### config.mk
export PLATFORM = sky130hd
export DESIGN_NAME = refcounted_buffer_pool_manager
export DESIGN_NICKNAME = d
export VERILOG_FILES = /design/src/rtl/rbpm_pkg.sv /design/src/rtl/rbpm_ram.sv /design/src/rtl/refcounted_buffer_pool_manager.sv
export SDC_FILE = /design/constraint.sdc
export NUM_CORES = 1
export LEC_CHECK = 0
export BUFFER_PORTS_ARGS = -buffer_cell sky130_fd_sc_hd__buf_2
export CORE_UTILIZATION = 45
export CTS_BUF_LIST = sky130_fd_sc_hd__clkbuf_4 sky130_fd_sc_hd__clkbuf_8
export DETAILED_ROUTE_END_ITERATION = 7
export PLACE_DENSITY_LB_ADDON = 0.12
export REMOVE_ABC_BUFFERS = 1
export SLEW_MARGIN = 10
export SYNTH_ARGS = -nofsm -noshare
export SYNTH_HDL_FRONTEND = slang
export SYNTH_SLANG_ARGS = --single-unit
### constraint.sdc
create_clock -name clk -period 4.85 [get_ports clk]
set_input_delay 0.485 -clock clk [delete_from_list [all_inputs] [get_ports clk]]
set_output_delay 0.485 -clock clk [all_outputs]
set_load 0.05 [all_outputs]
### src/rtl/rbpm_pkg.sv
// Shared types and constants for the reference-counted buffer pool manager.
`default_nettype none
package rbpm_pkg;

	localparam int POOL_SIZE_DEF = 32;

	localparam logic [1:0] OP_INIT    = 2'd0;
	localparam logic [1:0] OP_ALLOC   = 2'd1;
	localparam logic [1:0] OP_ADDREF  = 2'd2;
	localparam logic [1:0] OP_RELEASE = 2'd3;

	localparam logic [1:0] ST_OK      = 2'd0;
	localparam logic [1:0] ST_NOBUF   = 2'd1;
	localparam logic [1:0] ST_DYNAMIC = 2'd2;
	localparam logic [1:0] ST_NOTUSED = 2'd3;

	localparam logic [1:0] TYPE_ACL_IN = 2'd3;
	localparam logic [7:0] REF_MAX     = 8'd255;

	typedef struct packed {
		logic [1:0] op;
		logic       in_interrupt;
		logic [1:0] buf_type;
		logic [4:0] buffer_index;
	} in_item_t;

	typedef struct packed {
		logic [1:0] status;
		logic [4:0] out_index;
		logic       out_pool;
		logic [7:0] ref_count;
		logic       freed;
		logic       acl_in_freed;
	} out_item_t;

	typedef struct packed {
		logic [7:0] refs;
		logic       pool;
		logic [1:0] etype;
	} ent_t;

	localparam int ENT_W = $bits(ent_t);

endpackage
`default_nettype wire

### src/rtl/rbpm_ram.sv
// Generic single-write, single-read RAM with registered read data.
`default_nettype none
module rbpm_ram #(
	parameter int WIDTH = 8,
	parameter int DEPTH = 32,
	localparam int AW = (DEPTH > 1) ? $clog2(DEPTH) : 1
) (
	input  wire logic             clk,
	input  wire logic             wr_en,
	input  wire logic [AW-1:0]    wr_addr,
	input  wire logic [WIDTH-1:0] wr_data,
	input  wire logic             rd_en,
	input  wire logic [AW-1:0]    rd_addr,
	output logic      [WIDTH-1:0] rd_data
);

	logic [WIDTH-1:0] mem [DEPTH];

	always_ff @(posedge clk) begin
		if (wr_en) begin
			mem[wr_addr] <= wr_data;
		end
		if (rd_en) begin
			rd_data <= mem[rd_addr];
		end
	end

endmodule
`default_nettype wire

### src/rtl/refcounted_buffer_pool_manager.sv
// Top level of the reference-counted buffer pool manager.
//
// Usage:
//  - in channel (in_valid/in_ready/in_item) carries one request beat: init,
//    allocate, add reference or release. out channel (out_valid/out_ready/
//    out_item) returns exactly one result beat per request, in order.
//  - cfg channel (cfg_valid/cfg_ready/cfg_data) writes irq_reserve; it is
//    always ready and only matters when init runs.
//  - Allocate, add reference, release and a repeated init have an accept step
//    that reads the link and entry memories and an execute step that modifies,
//    writes back and loads the output register. The next request is taken right after.
//  - The first init walks the pool, one entry per cycle, before its execute step.
//  - Reset clears both list heads to empty and marks the pool uninitialized;
//    memory contents are undefined until init.
//  - A stalled receiver holds the result in the output register; one more
//    request may be accepted and waits in the execute step until the
//    register frees up.
`default_nettype none
module refcounted_buffer_pool_manager
	import rbpm_pkg::*;
#(
	parameter int POOL_SIZE = POOL_SIZE_DEF
) (
	input  wire logic      clk,
	input  wire logic      arst_n,
	input  wire logic      in_valid,
	output logic           in_ready,
	input  wire in_item_t  in_item,
	output logic           out_valid,
	input  wire logic      out_ready,
	output out_item_t      out_item,
	input  wire logic      cfg_valid,
	output logic           cfg_ready,
	input  wire logic [5:0] cfg_data
);

	localparam int IDX_W  = (POOL_SIZE > 1) ? $clog2(POOL_SIZE) : 1;
	localparam int HEAD_W = $clog2(POOL_SIZE + 1);
	localparam int CMP_W  = (HEAD_W > 6) ? HEAD_W : 6;
	localparam logic [HEAD_W-1:0] SENT = HEAD_W'(POOL_SIZE);
	localparam logic [IDX_W-1:0]  LAST = IDX_W'(POOL_SIZE - 1);

	localparam logic [1:0] S_IDLE = 2'd0;
	localparam logic [1:0] S_INIT = 2'd1;
	localparam logic [1:0] S_EXEC = 2'd2;

	logic [1:0]        state_q;
	logic              init_q;
	logic [5:0]        irq_reserve_q;
	logic [HEAD_W-1:0] general_head_q;
	logic [HEAD_W-1:0] reserve_head_q;
	logic [HEAD_W-1:0] split_q;
	logic [IDX_W-1:0]  cnt_q;

	logic [1:0]        op_s1;
	logic              irq_s1;
	logic [1:0]        type_s1;
	logic [4:0]        idx_s1;
	logic              alloc_gen_s1;
	logic              alloc_res_s1;
	logic              ref_ok_s1;
	logic [IDX_W-1:0]  e_s1;

	logic              out_valid_q;
	out_item_t         out_q;

	logic              accept;
	logic              exec_go;
	logic              gen_avail;
	logic              res_avail;
	logic [CMP_W-1:0]  idx_wide;
	logic              idx_in_range;
	logic [IDX_W-1:0]  alloc_e;
	logic [CMP_W-1:0]  res_wide;
	logic [CMP_W-1:0]  res_clamp;
	logic              init_gen;

	logic              link_we;
	logic [IDX_W-1:0]  link_waddr;
	logic [HEAD_W-1:0] link_wdata;
	logic              link_re;
	logic [HEAD_W-1:0] link_rd;
	logic              ent_we;
	logic [IDX_W-1:0]  ent_waddr;
	ent_t              ent_wdata;
	logic              ent_re;
	logic [ENT_W-1:0]  ent_rd_raw;
	ent_t              ent_rd;

	logic [CMP_W-1:0]  e_wide;
	logic [7:0]        new_refs;
	logic [HEAD_W-1:0] pool_head;
	out_item_t         res;
	logic              rel_free;
	logic              head_upd_gen;
	logic              head_upd_res;
	logic [HEAD_W-1:0] head_new;

	assign cfg_ready = 1'b1;
	assign in_ready  = (state_q == S_IDLE);
	assign accept    = in_valid && in_ready;
	assign exec_go   = (state_q == S_EXEC) && (!out_valid_q || out_ready);
	assign out_valid = out_valid_q;
	assign out_item  = out_q;

	assign gen_avail    = general_head_q < SENT;
	assign res_avail    = in_item.in_interrupt && (reserve_head_q < SENT);
	assign alloc_e      = gen_avail ? general_head_q[IDX_W-1:0] : reserve_head_q[IDX_W-1:0];
	assign idx_wide     = CMP_W'(in_item.buffer_index);
	assign idx_in_range = idx_wide < CMP_W'(POOL_SIZE);
	assign res_wide     = CMP_W'(irq_reserve_q);
	assign res_clamp    = (res_wide > CMP_W'(POOL_SIZE)) ? CMP_W'(POOL_SIZE) : res_wide;
	assign init_gen     = HEAD_W'(cnt_q) < split_q;

	assign link_re = accept && (in_item.op == OP_ALLOC) && (gen_avail || res_avail);
	assign ent_re  = accept && (in_item.op == OP_ADDREF || in_item.op == OP_RELEASE)
		&& init_q && idx_in_range;
	assign ent_rd  = ent_t'(ent_rd_raw);

	assign e_wide    = CMP_W'(e_s1);
	assign pool_head = ent_rd.pool ? reserve_head_q : general_head_q;

	always_comb begin
		res          = '0;
		new_refs     = ent_rd.refs;
		rel_free     = 1'b0;
		head_upd_gen = 1'b0;
		head_upd_res = 1'b0;
		head_new     = link_rd;
		ent_we       = 1'b0;
		ent_waddr    = e_s1;
		ent_wdata    = ent_rd;
		link_we      = 1'b0;
		link_waddr   = e_s1;
		link_wdata   = pool_head;
		if (state_q == S_INIT) begin
			ent_we     = 1'b1;
			ent_waddr  = cnt_q;
			ent_wdata  = '{refs: 8'd0, pool: !init_gen, etype: 2'd0};
			link_we    = 1'b1;
			link_waddr = cnt_q;
			link_wdata = init_gen ? general_head_q : reserve_head_q;
		end else begin
			case (op_s1)
				OP_INIT: begin
					res = '0;
				end
				OP_ALLOC: begin
					if (alloc_gen_s1 || alloc_res_s1) begin
						ent_we        = exec_go;
						ent_wdata     = '{refs: 8'd1, pool: alloc_res_s1, etype: type_s1};
						head_upd_gen  = exec_go && alloc_gen_s1;
						head_upd_res  = exec_go && alloc_res_s1;
						head_new      = link_rd;
						res.status    = ST_OK;
						res.out_index = e_wide[4:0];
						res.out_pool  = alloc_res_s1;
						res.ref_count = 8'd1;
					end else begin
						res.status = irq_s1 ? ST_NOBUF : ST_DYNAMIC;
					end
				end
				OP_ADDREF, OP_RELEASE: begin
					res.out_index = idx_s1;
					if (!ref_ok_s1) begin
						res.status = ST_NOTUSED;
					end else if (ent_rd.refs == 8'd0) begin
						res.status   = ST_NOTUSED;
						res.out_pool = ent_rd.pool;
					end else begin
						if (op_s1 == OP_ADDREF) begin
							new_refs = (ent_rd.refs == REF_MAX) ? REF_MAX : ent_rd.refs + 8'd1;
						end else begin
							new_refs = ent_rd.refs - 8'd1;
							rel_free = (new_refs == 8'd0);
						end
						ent_we          = exec_go;
						ent_wdata.refs  = new_refs;
						link_we         = exec_go && rel_free;
						head_upd_gen    = exec_go && rel_free && !ent_rd.pool;
						head_upd_res    = exec_go && rel_free && ent_rd.pool;
						head_new        = HEAD_W'(e_s1);
						res.status       = ST_OK;
						res.out_pool     = ent_rd.pool;
						res.ref_count    = new_refs;
						res.freed        = rel_free;
						res.acl_in_freed = rel_free && (ent_rd.etype == TYPE_ACL_IN);
					end
				end
				default: begin
					res = '0;
				end
			endcase
		end
	end

	rbpm_ram #(
		.WIDTH (HEAD_W),
		.DEPTH (POOL_SIZE)
	) u_link_ram (
		.clk     (clk),
		.wr_en   (link_we),
		.wr_addr (link_waddr),
		.wr_data (link_wdata),
		.rd_en   (link_re),
		.rd_addr (alloc_e),
		.rd_data (link_rd)
	);

	rbpm_ram #(
		.WIDTH (ENT_W),
		.DEPTH (POOL_SIZE)
	) u_ent_ram (
		.clk     (clk),
		.wr_en   (ent_we),
		.wr_addr (ent_waddr),
		.wr_data (ENT_W'(ent_wdata)),
		.rd_en   (ent_re),
		.rd_addr (idx_wide[IDX_W-1:0]),
		.rd_data (ent_rd_raw)
	);

	always_ff @(posedge clk or negedge arst_n) begin
		if (!arst_n) begin
			state_q        <= S_IDLE;
			init_q         <= 1'b0;
			irq_reserve_q  <= 6'd0;
			general_head_q <= SENT;
			reserve_head_q <= SENT;
			out_valid_q    <= 1'b0;
			cnt_q          <= '0;
		end else begin
			if (cfg_valid && cfg_ready) begin
				irq_reserve_q <= cfg_data;
			end
			if (out_valid_q && out_ready) begin
				out_valid_q <= 1'b0;
			end
			case (state_q)
				S_IDLE: begin
					if (accept) begin
						cnt_q <= '0;
						if (in_item.op == OP_INIT && !init_q) begin
							state_q        <= S_INIT;
							general_head_q <= SENT;
							reserve_head_q <= SENT;
						end else begin
							state_q <= S_EXEC;
						end
					end
				end
				S_INIT: begin
					if (init_gen) begin
						general_head_q <= HEAD_W'(cnt_q);
					end else begin
						reserve_head_q <= HEAD_W'(cnt_q);
					end
					if (cnt_q == LAST) begin
						init_q  <= 1'b1;
						state_q <= S_EXEC;
					end else begin
						cnt_q <= cnt_q + IDX_W'(1);
					end
				end
				S_EXEC: begin
					if (exec_go) begin
						out_valid_q <= 1'b1;
						state_q     <= S_IDLE;
						if (head_upd_gen) begin
							general_head_q <= head_new;
						end
						if (head_upd_res) begin
							reserve_head_q <= head_new;
						end
					end
				end
				default: begin
					state_q <= S_IDLE;
				end
			endcase
		end
	end

	always_ff @(posedge clk) begin
		if (accept) begin
			op_s1        <= in_item.op;
			irq_s1       <= in_item.in_interrupt;
			type_s1      <= in_item.buf_type;
			idx_s1       <= in_item.buffer_index;
			alloc_gen_s1 <= gen_avail;
			alloc_res_s1 <= !gen_avail && res_avail;
			ref_ok_s1    <= init_q && idx_in_range;
			e_s1         <= (in_item.op == OP_ALLOC) ? alloc_e : idx_wide[IDX_W-1:0];
			split_q      <= HEAD_W'(CMP_W'(POOL_SIZE) - res_clamp);
		end
		if (exec_go) begin
			out_q <= res;
		end
	end

	a_out_from_exec: assert property (@(posedge clk) disable iff (!arst_n)
		$rose(out_valid) |-> $past(state_q) == S_EXEC)
		else $error("result appeared without an execute step");

	a_stall_holds: assert property (@(posedge clk) disable iff (!arst_n)
		(state_q == S_EXEC && out_valid && !out_ready) |=> state_q == S_EXEC)
		else $error("execute step left while output register was full");

	a_init_blocks: assert property (@(posedge clk) disable iff (!arst_n)
		state_q == S_INIT |-> !in_ready)
		else $error("request accepted during init walk");

	a_empty_before_init: assert property (@(posedge clk) disable iff (!arst_n)
		(!init_q && state_q != S_INIT) |-> (general_head_q == SENT && reserve_head_q == SENT))
		else $error("free list not empty before init");

endmodule
`default_nettype wire

==> flow_summary.yaml, run 1 <==
synth:
  synthTopCellsByArea: "edfxtp_1, mux4_2, dfrtp_1"
  synthMuxAreaShare_pct: 14.45
  yosysSeqAreaShare_pct: 71.97
  yosysWarnings: 0
  syn_area_um2: 26100
  syn_avg_cell_area_um2: 17.83
  synth_seq_cells: 630
  synthMostInstantiatedCell: "edfxtp_1"
  synth_common_cells: "edfxtp_1, mux4_2, nor2_1"
  async_flop_share_pct: 4.286
  synthSimpleGateAreaFrac_pct: 4.750
  ys.flop_type: "edfxtp_1"
  synthAdderAreaFrac_pct: 0.7190
  synth_xor_area_share_pct: 0.1007
  synth_compound_area_share_pct: 6.164
  synth_top_family_by_area: "multiplexers"
  synth_top_area_share_pct: 69.37
  synth-edff-count: 603
  yosysUniqueCellTypes: 71
  synth_cells: 1464
  synth_top_area_cell: "edfxtp_1"
sta:
  tns_ns: 0
  rsz0062_at_grt: "false"
  setup_ws_ns: 1.203
  period_minus_slack_ns: 3.647
  fmaxAchievable_ghz: 0.2742
  hold_viol_final: 0
  worst_pin_slew_ns: 1.114
  fin_worst_skew_ns: 0.03159
  slew_violations: 0
  relSlewSlack_pct: 25.71
  fin_crit_sh_pct: 75.20
  setup_viol: 0
route:
  ant_nets: 0
  drtIter0Drc: 1255
  drc: 0
  drt-pass1-iter-count: 6
  via_per_inst: 5.814
  wl_per_cell_um: 25.45
  drt-total-wl_um: 61890
  num_vias: 14140
finish:
  area_growth_pct: 13.25
  design_area_um2: 29560
  finalNetCount: 1633
  drive_gt1_share_pct: 26.93
worst_hold_path:
  hp-class: "in -> reg"
power_and_ir_drop:
  vdd_drop_max_uv: 392.0
  p_leak_nw: 9.687
  clkPwrFrac_pct: 31.7
  power_density_nw_per_um2: 488.7
  internal_power_mw: 10.10
  combinationalPowerShare_pct: 21.3
  p_sw_share_pct: 30.08
  p_switching_mw: 4.345
  pwr-share-seq_pct: 47.0
  power_mw: 14.45
placement:
  dpl_cell_area_um2: 27430
  io_buffers: 40
  dp_slack_ns: 1.235
  dp_hpwl_um: 39640
  place_congestion: 0.8644
setup_path:
  cp_num_buf_inv: 1
  crit_arrival_ns: 3.97
  cp_top_family: "compound AO/OA/AOI/OAI gates"
  worstPathCellList: "inv_1 > ha_1 > or3b_4 > nor3_1 > a211oi_1 > a2111oi_0 > o21a_1"
  start_kind: "register"
  critPathCaptureType: "register"
  critPathMaxFanout: 32
  crit_type: "reg -> reg"
  slowest_delay_ns: 0.96
  cp.required_ns: 5.17
  crit_slowest_cell: "o21a_1"
floorplanning:
  num_rows: 87
  die_h_um: 242.8
  fp.coreArea_um2: 56820
  ios: 42
  initial_core_util_pct: 45.94
  fp.dieW_um: 242.8
  die_area_um2: 58970
outcome:
  status: "finished, final reports clean"
clocking:
  clk_pin_slew_ns: 0.07
  cts_max_path_buffers: 3
  clk-insertion-delay-late_ns: 0.69
  ctsResizeCount: 0
  clock-sinks: 630
  cts_buffers: 101
  cts_tree: "built"
  cts_setup_buffers: 0
  h-tree-depth: 3
  cts_root_buf: "clkbuf_8"
global_routing:
  grt_overflow_total: 0
  grt_pass1_wl_um: 92970
  grt_antenna_before_repair: 1
  gr-usage-all-layers_pct: 21.31
  grt_pass1_vias: 14440
  grt_max_degree: 47
flow_run:
  maxCapViolCount: 0
cell usage in the layout, fill, tap and decap left out, types with 12 or more instances in the layout:
cell / n
buf_2: 38
nor3_1: 12
nand3_1: 20
o211ai_1: 15
inv_1: 31
ha_1: 14
nand2b_1: 15
a211oi_1: 31
mux4_2: 133
clkbuf_4: 32
nor2_1: 102
a21oi_1: 30
a22o_1: 15
mux2_2: 37
buf_4: 60
nand2_1: 70
o21ai_0: 35
nor2b_1: 14
clkinv_1: 26
dfrtp_1: 25
edfxtp_1: 603
clkbuf_8: 105
mux2i_1: 36
routing by layer:
layer  up-vias  wire length (um)  global-route usage [%]
met3        99              3621                   4.135
li1       6224                 -                       -
met1      7362             27770                   30.56
met2       455             28990                   33.14
met4         0              1503                   6.363
met5         -                 0                       0
area by class of cell:
type,instances,area [um^2]
clock buffers,137,1685
flip-flops and latches,630,18790
well taps,756,945.9
multi-input cells,721,6899
inverters,33,123.9
diodes,1,2.502
repair buffers,110,772.0
clock inverters,44,347.8
fillers,4620,27260
repair_timing:
action / 4_1_cts / 5_1_grt
hold buffers: 10 / 0
endpoints found under the setup margin: 0 / 0
endpoints found under the hold margin: 34 / 0
power by group through the flow:
stage	combinational (mW)	sequential, mW	clock [mW]
after floorplan	1.76	7.11	0
after global placement	3.07	6.90	0
after detailed placement	3.09	6.90	0
after CTS	3.11	6.79	4.69
after global routing	3.30	6.82	4.90
final	3.08	6.79	4.58
logic make-up after synthesis:
family          Yosys count
buf+inv                 113
simple gates            271
flops                   630
fa+ha+maj                15
compound gates          225
other cells               1
mux                     206
xor+xnor                  3
worst paths after layout:
kind | start | endpoint | slack (ns) | depth (start not counted)
worst max-delay path | u_ent_ram.rd_data[3]$_DFFE_PP_ | u_ent_ram.mem[12][9]$_DFFE_PP_ | 1.20 | 7
worst min-delay path | in_item[9] | op_s1[1]$_DFFE_PP_ | 0.12 | 1
worst max register to register | u_ent_ram.rd_data[3]$_DFFE_PP_ | u_ent_ram.mem[12][9]$_DFFE_PP_ | 1.20 | 7
worst min register to register | irq_reserve_q[1]$_DFFE_PN0P_ | irq_reserve_q[1]$_DFFE_PN0P_ | 0.53 | 1
max in group asynchronous | arst_n | general_head_q[0]$_DFFE_PN0P_ | 4.09 | 2
min in group asynchronous | arst_n | state_q[1]$_DFFE_PN0P_ | 0.34 | 2
through the flow:
step	util (%)	hold slack [ns]	std cells
after floorplan	-	0.1894	1384
after global placement	48.27	0.5285	2240
after detailed placement	48.27	0.5281	2240
after CTS	52.02	0.05506	2431
after global routing	52.03	0.06652	2432
final	52.03	0.1152	2432
registers in the layout, indices dropped and copies added, names as in the netlist, 6 cells and up:
register,count
u_link_ram.mem,192
out_item,18
irq_reserve_q,6
u_link_ram.rd_data,6
reserve_head_q,6
u_ent_ram.mem,352
u_ent_ram.rd_data,11
split_q,6
general_head_q,6
Power figures use the tool's default switching activity.
==> run 2, diff against run 1 <==
--- a/config.mk
+++ b/config.mk
@@ -5,6 +5,7 @@
 export SDC_FILE = /design/constraint.sdc
 export NUM_CORES = 1
 export LEC_CHECK = 0
+export ABC_AREA = 1
 export BUFFER_PORTS_ARGS = -buffer_cell sky130_fd_sc_hd__buf_2
 export CORE_UTILIZATION = 45
 export CTS_BUF_LIST = sky130_fd_sc_hd__clkbuf_4 sky130_fd_sc_hd__clkbuf_8
==> constraint.sdc (replaced) <==
create_clock -name clk -period 3.57 [get_ports clk]
set_input_delay 0.357 -clock clk [delete_from_list [all_inputs] [get_ports clk]]
set_output_delay 0.357 -clock clk [all_outputs]
set_load 0.05 [all_outputs]
==> flow_summary.yaml, run 2 <==
global_routing:
  use_met1_pct: 34.52
  grt_antenna_before_repair: 3
  grt_pass1_vias: 17280
  grt_max_degree: 142
  gr-usage-all-layers_pct: 24.01
  busiest_layer: "met2"
  met3_usage_pct: 4.450
  grtUsageMet2_pct: 36.79
  grt_pass1_wl_um: 107800
  grt_overflow_total: 0
synth:
  synth_cells: 2143
  syn_area_um2: 26580
  yosysUniqueCellTypes: 51
  synth_top_area_cell: "edfxtp_1"
  async_flop_share_pct: 4.286
  ys.flop_type: "edfxtp_1"
  synth_top_area_share_pct: 68.12
  yosysWarnings: 0
  synthMostInstantiatedCell: "edfxtp_1"
  synth-edff-count: 603
  yosysSeqAreaShare_pct: 70.67
  syn_avg_cell_area_um2: 12.40
  synth_seq_cells: 630
  synth_common_cells: "edfxtp_1, nor2_1, o21ai_0"
  synthTopCellsByArea: "edfxtp_1, o21ai_0, nor2_1"
setup_path:
  critPathCaptureType: "register"
  crit_type: "reg -> reg"
  cp_top_family: "simple AND/OR/NAND/NOR gates"
  worstPathCellList: "inv_1 > ha_1 > buf_4 > nand2_1 > o21ai_2 > inv_2 > nor2_4 > inv_2 > nor3_1"
  crit_arrival_ns: 3.51
  rr_startpoint: "state_q[1]$_DFFE_PN0P_"
  cp_num_buf_inv: 4
  slowest_delay_ns: 0.74
  crit_slowest_cell: "nor3_1"
  cp_common_cell: "inv_2"
  cp.required_ns: 3.86
  r2r-end: "u_link_ram.mem[26][0]$_DFFE_PP_"
  crit_cells: 9
  r2r_cells: 9
  start_kind: "register"
  critPathMaxFanout: 9
  r2r_slack_ns: 0.35
finish:
  final_util_pct: 51.61
  area_growth_pct: 12.66
  drive_gt1_share_pct: 15.63
  fillerInstances: 5017
  instances_no_fill: 3089
  final_cell_mix: "edfxtp_1, nor2_1, o21ai_0"
  seqCellArea_um2: 18790
  design_area_um2: 29950
  registers.top_by_ff_count: "u_ent_ram.mem"
  multi_input_area_um2: 6719
  largest_register_ff_count: 352
  mostFrequentLayoutCell: "edfxtp_1"
  finalNetCount: 2277
clocking:
  cts_setup_buffers: 0
  cts_max_path_buffers: 3
  h-tree-depth: 3
  clk-insertion-delay-late_ns: 0.69
  cts_tree: "built"
  clock-sinks: 630
  clk_pin_slew_ns: 0.06
  cts_root_buf: "clkbuf_8"
  cts_buffers: 100
sta:
  fin_crit_sh_pct: 90.20
  worst_pin_slew_ns: 1.044
  fmaxAchievable_ghz: 0.3105
  hold_viol_final: 0
  setup_viol: 0
  fin_hold_ws_ns: 0.1335
  relSlewSlack_pct: 30.32
  setup_ws_ns: 0.3497
  slew_violations: 0
  rsz0062_at_grt: "false"
  period_minus_slack_ns: 3.220
  tns_ns: 0
  fin_worst_skew_ns: 0.01921
flow_run:
  maxCapViolCount: 0
power_and_ir_drop:
  p_leak_nw: 10.39
  power_density_nw_per_um2: 697.7
  power_mw: 20.89
  vdd_drop_max_uv: 620.8
route:
  drt-pass1-iter-count: 5
  wl_per_cell_um: 23.19
  drc: 0
  ant_nets: 0
  drtIter0Drc: 1754
  num_vias: 17830
  drt-total-wl_um: 71640
  via_per_inst: 5.773
placement:
  dp_hpwl_um: 43560
  placedCellCount: 2879
  place_congestion: 0.8456
  dp_slack_ns: 0.3755
  io_buffers: 40
  dpl_cell_area_um2: 27710
floorplanning:
  die_h_um: 245.0
  ios: 42
  initial_core_util_pct: 45.81
  fp.coreArea_um2: 58030
  fp.dieW_um: 245.0
  die_area_um2: 60050
  num_rows: 88
outcome:
  status: "finished, final reports clean"
worst_hold_path:
  worstHoldStart: "in_valid"
  hold_end: "cnt_q[1]$_DFFE_PN0P_"
  hold_depth: 3
  hp-class: "in -> reg"
[run 2: report_power, final]
group          total, mW  leakage [nW]  internal (mW)  switching [mW]
Combinational       5.45          3.50           1.25            4.20
Clock               6.10          1.05           3.30            2.79
Sequential          9.35          5.84           9.15           0.195
[run 2: repair_timing]
action,in CTS,in global routing
resized for setup,0,0
endpoints found under the hold margin,37,0
hold buffers,25,0
[run 2: worst register-to-register path, cell delays in order (launching register included)]
cell	delay [ns]
dfrtp_1	0.43
inv_1	0.10
ha_1	0.31
buf_4	0.25
nand2_1	0.11
o21ai_2	0.15
inv_2	0.11
nor2_4	0.37
inv_2	0.27
nor3_1	0.75
[run 2: cell families (layout without fill, tap and decap cells)]
group / Yosys count / after routing / synth area share (%)
and+or+nand+nor: 687 / 687 / 11.59
other: 1 / 2 / 0.01411
AOI/OAI and AO/OA: 543 / 543 / 12.56
xor gates and xnor gates: 6 / 6 / 0.1977
adders and majority gates: 15 / 15 / 0.7060
DFF: 630 / 630 / 70.67
buffers and inverters: 261 / 441 / 4.260
[run 2: how the worst max path moves through the flow]
| stage | start | end |
|---|---|---|
| 2_1_floorplan | in_item[0] | u_ent_ram.rd_data[3]$_DFFE_PP_ |
| 3_3_place_gp | state_q[1]$_DFFE_PN0P_ | u_link_ram.mem[26][1]$_DFFE_PP_ |
| 3_5_place_dp | state_q[1]$_DFFE_PN0P_ | u_link_ram.mem[26][3]$_DFFE_PP_ |
| 4_1_cts | state_q[1]$_DFFE_PN0P_ | u_link_ram.mem[26][0]$_DFFE_PP_ |
| 5_1_grt | state_q[1]$_DFFE_PN0P_ | u_link_ram.mem[26][0]$_DFFE_PP_ |
| 6_report | state_q[1]$_DFFE_PN0P_ | u_link_ram.mem[26][0]$_DFFE_PP_ |
[run 2: area by class of cell]
| cell class | count | area share [%] |
|---|---|---|
| Multi-Input combinational cell | 1252 | 22.44 |
| Inverter | 134 | 1.705 |
| Sequential cell | 630 | 62.73 |
| Antenna cell | 1 | 0.008356 |
| Clock inverter | 43 | 0.9150 |
| Tap cell | 765 | 3.196 |
| Clock buffer | 141 | 5.707 |
| Timing Repair Buffer | 123 | 3.301 |
[run 2: metal layers]
metal | vias up | part of all wire [%]
li1 | 8111 | -
met1 | 8877 | 45
met2 | 738 | 45
met3 | 104 | 7.4
met4 | 2 | 2.2
met5 | - | 0.018
